<file path="src/rtl/assert_macros.svh">
// assertion macros shared by the rtl modules
`ifndef ASSERT_MACROS_SVH
`define ASSERT_MACROS_SVH

// property holds at every rising clock edge outside reset
`define ASSERT_ALWAYS(label, clk, rst, prop) \
   label: assert property (@(posedge clk) disable iff (rst) (prop)) \
      else $error("assertion failed: label");

// antecedent in one cycle implies consequent in the next
`define ASSERT_NEXT(label, clk, rst, ante, cons) \
   label: assert property (@(posedge clk) disable iff (rst) (ante) |=> (cons)) \
      else $error("assertion failed: label");

// antecedent implies consequent in the same cycle
`define ASSERT_SAME(label, clk, rst, ante, cons) \
   label: assert property (@(posedge clk) disable iff (rst) (ante) |-> (cons)) \
      else $error("assertion failed: label");

`endif

</file>
<file path="src/rtl/rbc_pkg.sv">
// types and constants of the red blob centroid unit
package rbc_pkg;

   localparam int COLOR_W = 8;
   localparam int COORD_W = 10;
   localparam int COUNT_W = 21;
   localparam int CSR_IDX_W = 2;

   localparam int FRAME_SIDE_DEFAULT = 1024;

   localparam logic [COUNT_W-1:0] MIN_RED_COUNT_RESET = COUNT_W'(20);
   localparam logic [COORD_W-1:0] FALLBACK_X_RESET = COORD_W'(50);
   localparam logic [COORD_W-1:0] FALLBACK_Y_RESET = COORD_W'(700);

   localparam logic [CSR_IDX_W-1:0] CSR_MIN_RED_COUNT = CSR_IDX_W'(0);
   localparam logic [CSR_IDX_W-1:0] CSR_FALLBACK_X = CSR_IDX_W'(1);
   localparam logic [CSR_IDX_W-1:0] CSR_FALLBACK_Y = CSR_IDX_W'(2);

   typedef struct packed {
      logic [COLOR_W-1:0] red;
      logic [COLOR_W-1:0] green;
      logic [COLOR_W-1:0] blue;
      logic [COORD_W-1:0] column;
      logic [COORD_W-1:0] row;
      logic               frame_end;
   } req_type;

   typedef struct packed {
      logic [COORD_W-1:0] centroid_x;
      logic [COORD_W-1:0] centroid_y;
      logic               found;
      logic [COUNT_W-1:0] red_total;
   } rsp_type;

   typedef enum logic [3:0] {
      ST_IDLE  = 4'b0001,
      ST_DIV_X = 4'b0010,
      ST_DIV_Y = 4'b0100,
      ST_DONE  = 4'b1000
   } state_type;

endpackage

</file>
<file path="src/rtl/red_blob_centroid_unit.sv">
// red pixel centroid tracker with a shared iterative divider
// a pixel without frame end is taken, one pixel per clock while the unit is idle
// on frame end the request side stalls through the divider states and the done state, longer
// while rsp_stall holds the result register, set by the one-bit-a-cycle divider, x then y
// the result is registered from the done state, with the fallback values when no division runs
// synchronous active-high reset clears accumulators, control state and csr defaults
`include "assert_macros.svh"

module red_blob_centroid_unit #(
   parameter int FRAME_SIDE = rbc_pkg::FRAME_SIDE_DEFAULT
) (
   input  logic                          clock,
   input  logic                          reset,
   input  logic                          req_valid,
   output logic                          req_stall,
   input  rbc_pkg::req_type              req_data,
   output logic                          rsp_valid,
   input  logic                          rsp_stall,
   output rbc_pkg::rsp_type              rsp_data,
   input  logic                          csr_we,
   input  logic [rbc_pkg::CSR_IDX_W-1:0] csr_index,
   input  logic [rbc_pkg::COUNT_W-1:0]   csr_wdata
);

   localparam int QW = $clog2(FRAME_SIDE);
   localparam int SW = rbc_pkg::COUNT_W + QW;
   localparam int CW = (QW > 1) ? $clog2(QW) : 1;
   localparam int CRD = rbc_pkg::COORD_W;
   localparam int CNT = rbc_pkg::COUNT_W;
   localparam logic [CRD:0] SIDE = (CRD + 1)'(FRAME_SIDE);

   rbc_pkg::state_type state_ff, state_in;

   logic [CNT-1:0] min_count_ff, min_count_in;
   logic [CRD-1:0] fallback_x_ff, fallback_x_in;
   logic [CRD-1:0] fallback_y_ff, fallback_y_in;

   logic [CNT-1:0] count_ff, count_in;
   logic [SW-1:0]  col_sum_ff, col_sum_in;
   logic [SW-1:0]  row_sum_ff, row_sum_in;

   logic [CNT-1:0] div_count_ff, div_count_in;
   logic [SW-1:0]  rem_ff, rem_in;
   logic [SW-1:0]  trial_ff, trial_in;
   logic [SW-1:0]  ysum_ff, ysum_in;
   logic [QW-1:0]  quot_ff, quot_in;
   logic [CW-1:0]  step_ff, step_in;
   logic [QW-1:0]  cx_ff, cx_in;
   logic           found_ff, found_in;

   logic             rsp_valid_ff, rsp_valid_in;
   rbc_pkg::rsp_type rsp_data_ff, rsp_data_in;

   logic           take;
   logic           in_frame;
   logic           is_red;
   logic           hit;
   logic [CNT-1:0] cnt_nxt;
   logic [SW-1:0]  col_nxt;
   logic [SW-1:0]  row_nxt;
   logic           ge;
   logic [QW-1:0]  quot_step;
   logic           last_take;
   logic           acc_empty;
   logic           div_busy;
   logic           rsp_found;

   assign req_stall = (state_ff != rbc_pkg::ST_IDLE);
   assign take = req_valid && !req_stall;
   assign rsp_valid = rsp_valid_ff;
   assign rsp_data = rsp_data_ff;

   assign in_frame = ({1'b0, req_data.column} < SIDE) && ({1'b0, req_data.row} < SIDE);
   assign is_red = ({1'b0, req_data.red} > {req_data.green, 1'b0})
                && ({1'b0, req_data.red} > {req_data.blue, 1'b0});
   assign hit = in_frame && is_red && !(&count_ff);
   assign cnt_nxt = count_ff + CNT'(hit);
   assign col_nxt = col_sum_ff + (hit ? SW'(req_data.column) : SW'(0));
   assign row_nxt = row_sum_ff + (hit ? SW'(req_data.row) : SW'(0));

   // shared compare and quotient bit step of the divider
   assign ge = (rem_ff >= trial_ff);
   assign quot_step = (quot_ff << 1) | QW'(ge);

   always_comb begin
      state_in = state_ff;
      min_count_in = min_count_ff;
      fallback_x_in = fallback_x_ff;
      fallback_y_in = fallback_y_ff;
      count_in = count_ff;
      col_sum_in = col_sum_ff;
      row_sum_in = row_sum_ff;
      div_count_in = div_count_ff;
      rem_in = rem_ff;
      trial_in = trial_ff;
      ysum_in = ysum_ff;
      quot_in = quot_ff;
      step_in = step_ff;
      cx_in = cx_ff;
      found_in = found_ff;
      rsp_valid_in = rsp_valid_ff;
      rsp_data_in = rsp_data_ff;

      if (csr_we) begin
         case (csr_index)
            rbc_pkg::CSR_MIN_RED_COUNT: min_count_in = csr_wdata;
            rbc_pkg::CSR_FALLBACK_X:    fallback_x_in = csr_wdata[CRD-1:0];
            rbc_pkg::CSR_FALLBACK_Y:    fallback_y_in = csr_wdata[CRD-1:0];
            default: ;
         endcase
      end

      if (rsp_valid_ff && !rsp_stall) begin
         rsp_valid_in = 1'b0;
      end

      case (state_ff)
         rbc_pkg::ST_IDLE: begin
            if (take) begin
               count_in = cnt_nxt;
               col_sum_in = col_nxt;
               row_sum_in = row_nxt;
               if (req_data.frame_end) begin
                  count_in = '0;
                  col_sum_in = '0;
                  row_sum_in = '0;
                  div_count_in = cnt_nxt;
                  rem_in = col_nxt;
                  ysum_in = row_nxt;
                  trial_in = SW'(cnt_nxt) << (QW - 1);
                  step_in = CW'(QW - 1);
                  quot_in = '0;
                  found_in = (cnt_nxt > min_count_ff);
                  state_in = (cnt_nxt > min_count_ff) ? rbc_pkg::ST_DIV_X
                                                      : rbc_pkg::ST_DONE;
               end
            end
         end
         rbc_pkg::ST_DIV_X: begin
            if (ge) begin
               rem_in = rem_ff - trial_ff;
            end
            quot_in = quot_step;
            trial_in = trial_ff >> 1;
            step_in = step_ff - CW'(1);
            if (step_ff == '0) begin
               cx_in = quot_step;
               rem_in = ysum_ff;
               trial_in = SW'(div_count_ff) << (QW - 1);
               step_in = CW'(QW - 1);
               quot_in = '0;
               state_in = rbc_pkg::ST_DIV_Y;
            end
         end
         rbc_pkg::ST_DIV_Y: begin
            if (ge) begin
               rem_in = rem_ff - trial_ff;
            end
            quot_in = quot_step;
            trial_in = trial_ff >> 1;
            step_in = step_ff - CW'(1);
            if (step_ff == '0) begin
               state_in = rbc_pkg::ST_DONE;
            end
         end
         rbc_pkg::ST_DONE: begin
            if (!rsp_valid_ff || !rsp_stall) begin
               rsp_valid_in = 1'b1;
               rsp_data_in.found = found_ff;
               rsp_data_in.red_total = div_count_ff;
               if (found_ff) begin
                  rsp_data_in.centroid_x = CRD'(cx_ff);
                  rsp_data_in.centroid_y = CRD'(quot_ff);
               end else begin
                  rsp_data_in.centroid_x = fallback_x_ff;
                  rsp_data_in.centroid_y = fallback_y_ff;
               end
               state_in = rbc_pkg::ST_IDLE;
            end
         end
         default: begin
            state_in = rbc_pkg::ST_IDLE;
         end
      endcase
   end

   always_ff @(posedge clock) begin
      if (reset) begin
         state_ff <= rbc_pkg::ST_IDLE;
         min_count_ff <= rbc_pkg::MIN_RED_COUNT_RESET;
         fallback_x_ff <= rbc_pkg::FALLBACK_X_RESET;
         fallback_y_ff <= rbc_pkg::FALLBACK_Y_RESET;
         count_ff <= '0;
         col_sum_ff <= '0;
         row_sum_ff <= '0;
         div_count_ff <= '0;
         rsp_valid_ff <= 1'b0;
      end else begin
         state_ff <= state_in;
         min_count_ff <= min_count_in;
         fallback_x_ff <= fallback_x_in;
         fallback_y_ff <= fallback_y_in;
         count_ff <= count_in;
         col_sum_ff <= col_sum_in;
         row_sum_ff <= row_sum_in;
         div_count_ff <= div_count_in;
         rsp_valid_ff <= rsp_valid_in;
      end
      rem_ff <= rem_in;
      trial_ff <= trial_in;
      ysum_ff <= ysum_in;
      quot_ff <= quot_in;
      step_ff <= step_in;
      cx_ff <= cx_in;
      found_ff <= found_in;
      rsp_data_ff <= rsp_data_in;
   end

   assign last_take = take && req_data.frame_end;
   assign acc_empty = (count_ff == '0) && (col_sum_ff == '0) && (row_sum_ff == '0);
   assign div_busy = (state_ff == rbc_pkg::ST_DIV_X) || (state_ff == rbc_pkg::ST_DIV_Y);
   assign rsp_found = rsp_valid_ff && rsp_data_ff.found;

   `ASSERT_NEXT(a_frame_clears, clock, reset, last_take, acc_empty)
   `ASSERT_SAME(a_found_nonzero, clock, reset, rsp_found, rsp_data_ff.red_total != '0)
   `ASSERT_SAME(a_div_nonzero, clock, reset, div_busy, div_count_ff != '0)

endmodule
</file>
<file path="config.mk">
export PLATFORM = sky130hd
export DESIGN_NAME = red_blob_centroid_unit
export DESIGN_NICKNAME = d
export VERILOG_FILES = /design/src/rtl/rbc_pkg.sv /design/src/rtl/red_blob_centroid_unit.sv
export VERILOG_INCLUDE_DIRS = /design/src /design/src/rtl
export SDC_FILE = /design/constraint.sdc
export NUM_CORES = 1
export LEC_CHECK = 0
export BUFFER_PORTS_ARGS = -buffer_cell sky130_fd_sc_hd__buf_2
export CAP_MARGIN = 25
export CORE_UTILIZATION = 35
export DETAILED_ROUTE_END_ITERATION = 10
export PLACE_DENSITY_LB_ADDON = 0.12
export SLEW_MARGIN = 20
export SYNTH_ARGS = -nofsm -noshare
export SYNTH_HDL_FRONTEND = slang
export SYNTH_SLANG_ARGS = --single-unit
</file>
<file path="constraint.sdc">
create_clock -name clock -period 5.7 [get_ports clock]
set_clock_uncertainty 0.05 [all_clocks]
set_input_delay 1.14 -clock clock [delete_from_list [all_inputs] [get_ports clock]]
set_output_delay 1.14 -clock clock [all_outputs]
set_load 0.005 [all_outputs]
</file>
# ---- After elaboration in Yosys (flattened, before gate mapping)
# Cells that the tools add are included.
dict set report totals {
  out_inout_bits 44
  inputBits 73
  regBits 310
}
dict set report classes {
  n_reduce_logical 22
  muxes 33
  n_lt_le_gt_ge 4
  n_bitwise 1
  addsub 5
  eq_ne 12
}
# cell n
set ops {}
lappend ops {{31-bit two-way mux} 8}
lappend ops {{31-bit one-hot mux with 3 select lines} 2}
lappend ops {{31-bit by 10-bit adder with 31-bit output} 2}
lappend ops {{10-bit two-way mux} 5}
lappend ops {{4-bit two-way mux} 9}
lappend ops {{31-bit greater-or-equal comparator} 1}
lappend ops {{31-bit subtractor} 1}
lappend ops {{30-bit two-way mux} 1}
lappend ops {{10-bit one-hot mux with 3 select lines} 1}
lappend ops {{21-bit by 1-bit adder with 21-bit output} 1}
lappend ops {{21-bit > comparator} 1}
lappend ops {{21-bit two-way mux} 1}
lappend ops {{21-bit AND reduction} 1}
lappend ops {{20-bit two-way mux} 1}
lappend ops {{8-bit by 9-bit > comparator with 1-bit output} 2}
lappend ops {{4-bit one-hot mux with 4 select lines} 1}
lappend ops {{4-bit one-hot mux with 3 select lines} 1}
lappend ops {{2-bit AND reduction} 6}
lappend ops {{2-bit != test, second input constant} 5}
lappend ops {{10-bit by 1-bit bitwise OR with 10-bit output} 1}
lappend ops {{3-bit AND reduction} 2}
lappend ops {{5-bit AND reduction} 1}
lappend ops {{4-bit by 1-bit == test with 1-bit output, second input constant} 1}
lappend ops {{4-bit by 2-bit == test with 1-bit output, second input constant} 1}
lappend ops {{other kinds (13)} 21}

# ---- Longest topological paths before layout
dict set report depth {
  ltp_word 9
  ltp_mapped 28
  ltp_nobuf 27
}

# ---- Least setup slack after synthesis
# OpenSTA, ideal clock, no wires.
dict set report synth_timing {
  path_kind {input-to-reg}
  start {input req_data[30] (netlist name)}
  end {register ysum_ff[12] (data pin)}
  path_slack_ps 546
  setup_ps 260
  cell_stages 22
  t_arrival_ps 4844
  required_time_ps 5390
  path_buffers 1
  cell_sequence {inv_1 > ha_1 > nor2b_1 > o21a_1 > o21a_1 > o21a_1 > o21ai_0 > nand2b_1 > a21oi_1 > nor3_1 > clkbuf_1 > and2_1 > ha_1 > fa_1 > a21o_1 > a21o_2 > a21oi_2 > o21ai_2 > a2111oi_4 > nor2_1 > and3_1 > xor2_1}
}
dict set report synth_between {
  elab_chain_cells 5
}
# element line_no
set synth_lines {}
lappend synth_lines {{start, declared} red_blob_centroid_unit.sv:16} ;# input rbc_pkg::req_type req_data,
lappend synth_lines {{8-bit by 9-bit > comparator with 1-bit output} red_blob_centroid_unit.sv:74} ;# assign is_red = ({1'b0, req_data.red} > {req_data.green, 1'b0})
lappend synth_lines {{1-bit logical AND} red_blob_centroid_unit.sv:75} ;# && ({1'b0, req_data.red} > {req_data.blue, 1'b0});
lappend synth_lines {{1-bit logical AND} red_blob_centroid_unit.sv:76} ;# assign hit = in_frame && is_red && !(&count_ff);
lappend synth_lines {{10-bit two-way mux} red_blob_centroid_unit.sv:79} ;# assign row_nxt = row_sum_ff + (hit ? SW'(req_data.row) : SW'(0));
lappend synth_lines {{31-bit by 10-bit adder with 31-bit output} red_blob_centroid_unit.sv:79}
lappend synth_lines {{via row_nxt[12]} red_blob_centroid_unit.sv:60} ;# logic [SW-1:0] row_nxt;
lappend synth_lines {{end signal, assigned} red_blob_centroid_unit.sv:211} ;# ysum_ff <= ysum_in;
lappend synth_lines {{end, declared} red_blob_centroid_unit.sv:45} ;# logic [SW-1:0] ysum_ff, ysum_in;
# The timed path passes the listed nets, and every way through them passes these cells.
# A chain may end at the register's enable or synchronous reset.

# ---- Worst setup path after layout
dict set report layout_timing {
  start {input req_data[30] (netlist name)}
  end {register rem_ff[22] (data pin)}
}
dict set report layout_between {
  elab_chain_cells 8
}
# element line_no
set layout_lines {}
lappend layout_lines {{8-bit by 9-bit > comparator with 1-bit output} red_blob_centroid_unit.sv:74}
lappend layout_lines {{1-bit logical AND} red_blob_centroid_unit.sv:75}
lappend layout_lines {{1-bit logical AND} red_blob_centroid_unit.sv:76}
lappend layout_lines {{10-bit two-way mux} red_blob_centroid_unit.sv:78} ;# assign col_nxt = col_sum_ff + (hit ? SW'(req_data.column) : SW'(0));
lappend layout_lines {{31-bit by 10-bit adder with 31-bit output} red_blob_centroid_unit.sv:78}
lappend layout_lines {{31-bit two-way mux} red_blob_centroid_unit.sv:123} ;# if (req_data.frame_end) begin
lappend layout_lines {{31-bit two-way mux} red_blob_centroid_unit.sv:119} ;# if (take) begin
lappend layout_lines {{31-bit one-hot mux with 3 select lines} red_blob_centroid_unit.sv:117} ;# case (state_ff)
lappend layout_lines {{via rem_in[22]} red_blob_centroid_unit.sv:43} ;# logic [SW-1:0] rem_ff, rem_in;
lappend layout_lines {{end signal, assigned} red_blob_centroid_unit.sv:209} ;# rem_ff <= rem_in;
lappend layout_lines {{end, declared} red_blob_centroid_unit.sv:43}
# The timed path passes the listed nets, and every way through them passes these cells. The select of a mux whose other input is x is not followed.

==> flow_summary.yaml <==
outcome:
  status: "complete, no violations"
setup_path:
  cp.depth: 25
  cp_num_buf_inv: 4
  ff2ff_setup_slack_ns: 1.20
  endpoint: "rem_ff[22]"
  cpMostUsedCell: "o21a_1"
  crit_path_end_kind: "register"
  cp_top_family: "compound AO/OA/AOI/OAI gates"
  reg2reg_from: "count_ff[8]"
  worst_ep_arrival_time_ns: 5.32
  r2r_cells: 21
  cp_slowest_stage_delay_ns: 0.41
  startpoint_type: "input port"
  startpoint: "req_data[30]"
  worstPathRequired_ns: 5.93
  r2r-end: "rem_ff[22]"
  path_max_fanout: 20
  path_class: "input port to register"
  slowest_stage: "fa_1"
sta:
  fin_crit_sh: 0.893
  finalHoldViolCount: 0
  setup_viol: 0
  drv_slew: 0
  finalSetupTns_ns: 0
  min_period_ns: 5.09
  max_freq_mhz: 196
  slew_headroom: 0.337
  setup_ws_ns: 0.608
  rsz0062_at_grt: "no"
  tightest_slew_ns: 0.994
clock_tree:
  cts_max_level: 2
  clk_latency_ns: 0.56
  cts_buffers: 38
  cts.clk_slew.worst_paths_ns: 0.06
  cts_hold_repair.buffers: 0
  clock-sinks: 309
  clockBufferDepth: 3
  cts_tree: "built"
  cts.repair.resized: 0
  postCtsSetupBuffers: 0
  cts-root-buf: "clkbuf_16"
synth:
  yosys_warnings: 0
  synth.top_cells.by_count: "nand2_1, edfxtp_1, a21oi_1"
  synth_edf_count: 159
  yosysMostFrequentCell: "nand2_1"
  synth.avg_cell_area_sq_um: 9.44
  yosysTopAreaCellShare: 0.281
  synth_fp_nets: 1962
  netlist_area_sq_um: 17000
  netlist_top_cells_area: "edfxtp_1, dfxtp_1, ha_1"
  synth_seq_area_share: 0.459
  synth_ff_type: "edfxtp_1"
  synthCells: 1797
  async_reset_ff_frac: 0
  synth.distinct_cells: 90
  ys_seq_elements: 309
  yosys.area.top_type: "edfxtp_1"
pwr:
  seqPwrFrac: 0.436
  switching_share: 0.257
  power_density_nw_per_um2: 291
  p_sw_mw: 1.47
  power_frac_comb: 0.116
  clkPwrFrac: 0.449
  irDropWorstVdd_mv: 0.193
  intPower_mw: 4.26
  power_leakage_nw: 8.08
detailed_routing:
  ant_nets: 0
  vias: 13600
  drt_iter0_drc: 1171
  via_per_inst: 5.31
  drt_pass1_iterations: 5
  drc: 0
  routed_wl_mm: 48.2
  wire_per_inst_microns: 18.9
layout:
  drive_gt1_frac: 0.154
  n_antenna_cell: 0
  layout.cells.non_filler: 2556
  syn_to_final_growth_pct: 16.0
  nets: 2076
grt:
  antenna_found_initial: 1
  grt_pass1_vias: 13000
  grt_usage: 0.195
  grt.overflow.total: 0
  grt_max_degree: 82
  grt_pass1_wl_mm: 75.4
die:
  die_h_microns: 222
  fp-row-count: 80
  initial_core_util: 0.355
  dieArea_sq_um: 49300
  ioPinCount: 117
  core_sq_um: 47700
  die_x_microns: 222
placed_design:
  port_buffers: 116
  place_congestion: 0.837
  dpl.cell_count: 2486
  pre_cts_slack_ns: 0.0715
  dp.final_hpwl_mm: 33.7
worst_hold_path:
  min_path_type: "register to register"
flow_run:
  maxCapViolations: 0
## cells by family after synthesis
family / share of synthesized area
xor+xnor: 0.0531
flops: 0.459
simple gates: 0.158
mux: 0.0207
buf+inv: 0.0509
fa+ha+maj: 0.0692
compound gates: 0.190
## layout by cell type, fill, tap and decap left out, types with 18 or more instances in the layout
cell type / instances
nand2_1: 172
edfxtp_1: 159
a21oi_1: 156
dfxtp_1: 150
nor2_1: 144
buf_2: 115
inv_1: 109
o21ai_0: 96
ha_1: 89
xnor2_1: 65
buf_4: 57
a22oi_1: 53
nand3_1: 49
clkbuf_16: 40
a21o_1: 37
xor2_1: 36
and3_1: 35
and2_1: 29
nor3_1: 24
a211oi_1: 23
or3_1: 21
mux2_2: 21
o22ai_1: 20
a31oi_1: 20
nand4_1: 18
## state kept, by name (all words and copies together) (netlist names)
| signal | cells |
|---|---|
| ysum_ff | 31 |
| count_ff | 21 |
| row_sum_ff | 31 |
| rsp_valid | 1 |
| trial_ff | 30 |
| state_ff | 4 |
| div_count_ff | 21 |
| rem_ff | 31 |
| rsp_data | 42 |
| col_sum_ff | 31 |
| cx_ff | 10 |
| found_ff | 1 |
| fallback_x_ff | 10 |
| step_ff | 4 |
| min_count_ff | 21 |
| fallback_y_ff | 10 |
| quot_ff | 10 |
## stage by stage
step	instance area (sq um)	hold WS [ns]	power, mW	util
2_1_floorplan	17000	0.380	2.98	-
3_3_place_gp	18400	0.392	3.20	0.384
3_5_place_dp	18400	0.396	3.21	0.384
4_1_cts	19700	0.404	5.80	0.412
5_1_grt	19700	0.417	5.96	0.412
6_report	19700	0.401	5.73	0.412
## cell type report
type                    count  area [sq um]
clock inverters            14           215
fillers                  4696         28100
repair buffers            173          1020
inverters                 111           417
flip-flops and latches    309          7780
clock buffers              56          1110
multi-input cells        1278          8370
well taps                 615           769
## metal layers
layer | up-vias | share of wire | global-route usage | wire (microns)
li1 | 6711 | - | - | -
met1 | 6472 | 0.49 | 0.285 | 23700
met5 | - | 0 | 0 | 0
met3 | 71 | 0.044 | 0.0274 | 2130
met4 | 0 | 0.023 | 0.0526 | 1120
met2 | 314 | 0.44 | 0.299 | 21300
## worst min path at each step
stage,start,endpoint,slack [ns],cells after the start
CTS,fallback_x_ff[2],fallback_x_ff[2],0.40,2
detailed placement,fallback_x_ff[2],fallback_x_ff[2],0.40,2
global placement,fallback_y_ff[0],fallback_y_ff[0],0.39,2
finish,fallback_y_ff[8],fallback_y_ff[8],0.40,2
global route,min_count_ff[14],min_count_ff[14],0.42,2
floorplan,div_count_ff[0],rsp_data[0],0.38,0
## worst register-to-register path, stage by stage (launching register included)
cell and delay (ns):
dfxtp_1 0.45, nand4_1 0.28, inv_1 0.17, nand4_1 0.10, nor2_1 0.18, nor3_1 0.07, o21ai_0 0.11, nor3_2 0.10
buf_4 0.22, and2_1 0.19, ha_1 0.20, fa_1 0.41, a21o_1 0.18, a21oi_1 0.18, nand2b_1 0.15, a21o_1 0.21
a211oi_2 0.09, buf_4 0.18, and2_1 0.19, xor2_1 0.14, a22oi_1 0.21, o21ai_0 0.14
## power groups by stage
stage | Sequential, mW | Clock (mW) | Combinational, mW
final | 2.49 | 2.57 | 0.663
after global routing | 2.50 | 2.72 | 0.737
after CTS | 2.49 | 2.64 | 0.670
after detailed placement | 2.54 | 0 | 0.666
after global placement | 2.54 | 0 | 0.663
after floorplan | 2.52 | 0 | 0.463
No activity file was read; power rests on OpenSTA's default activity.
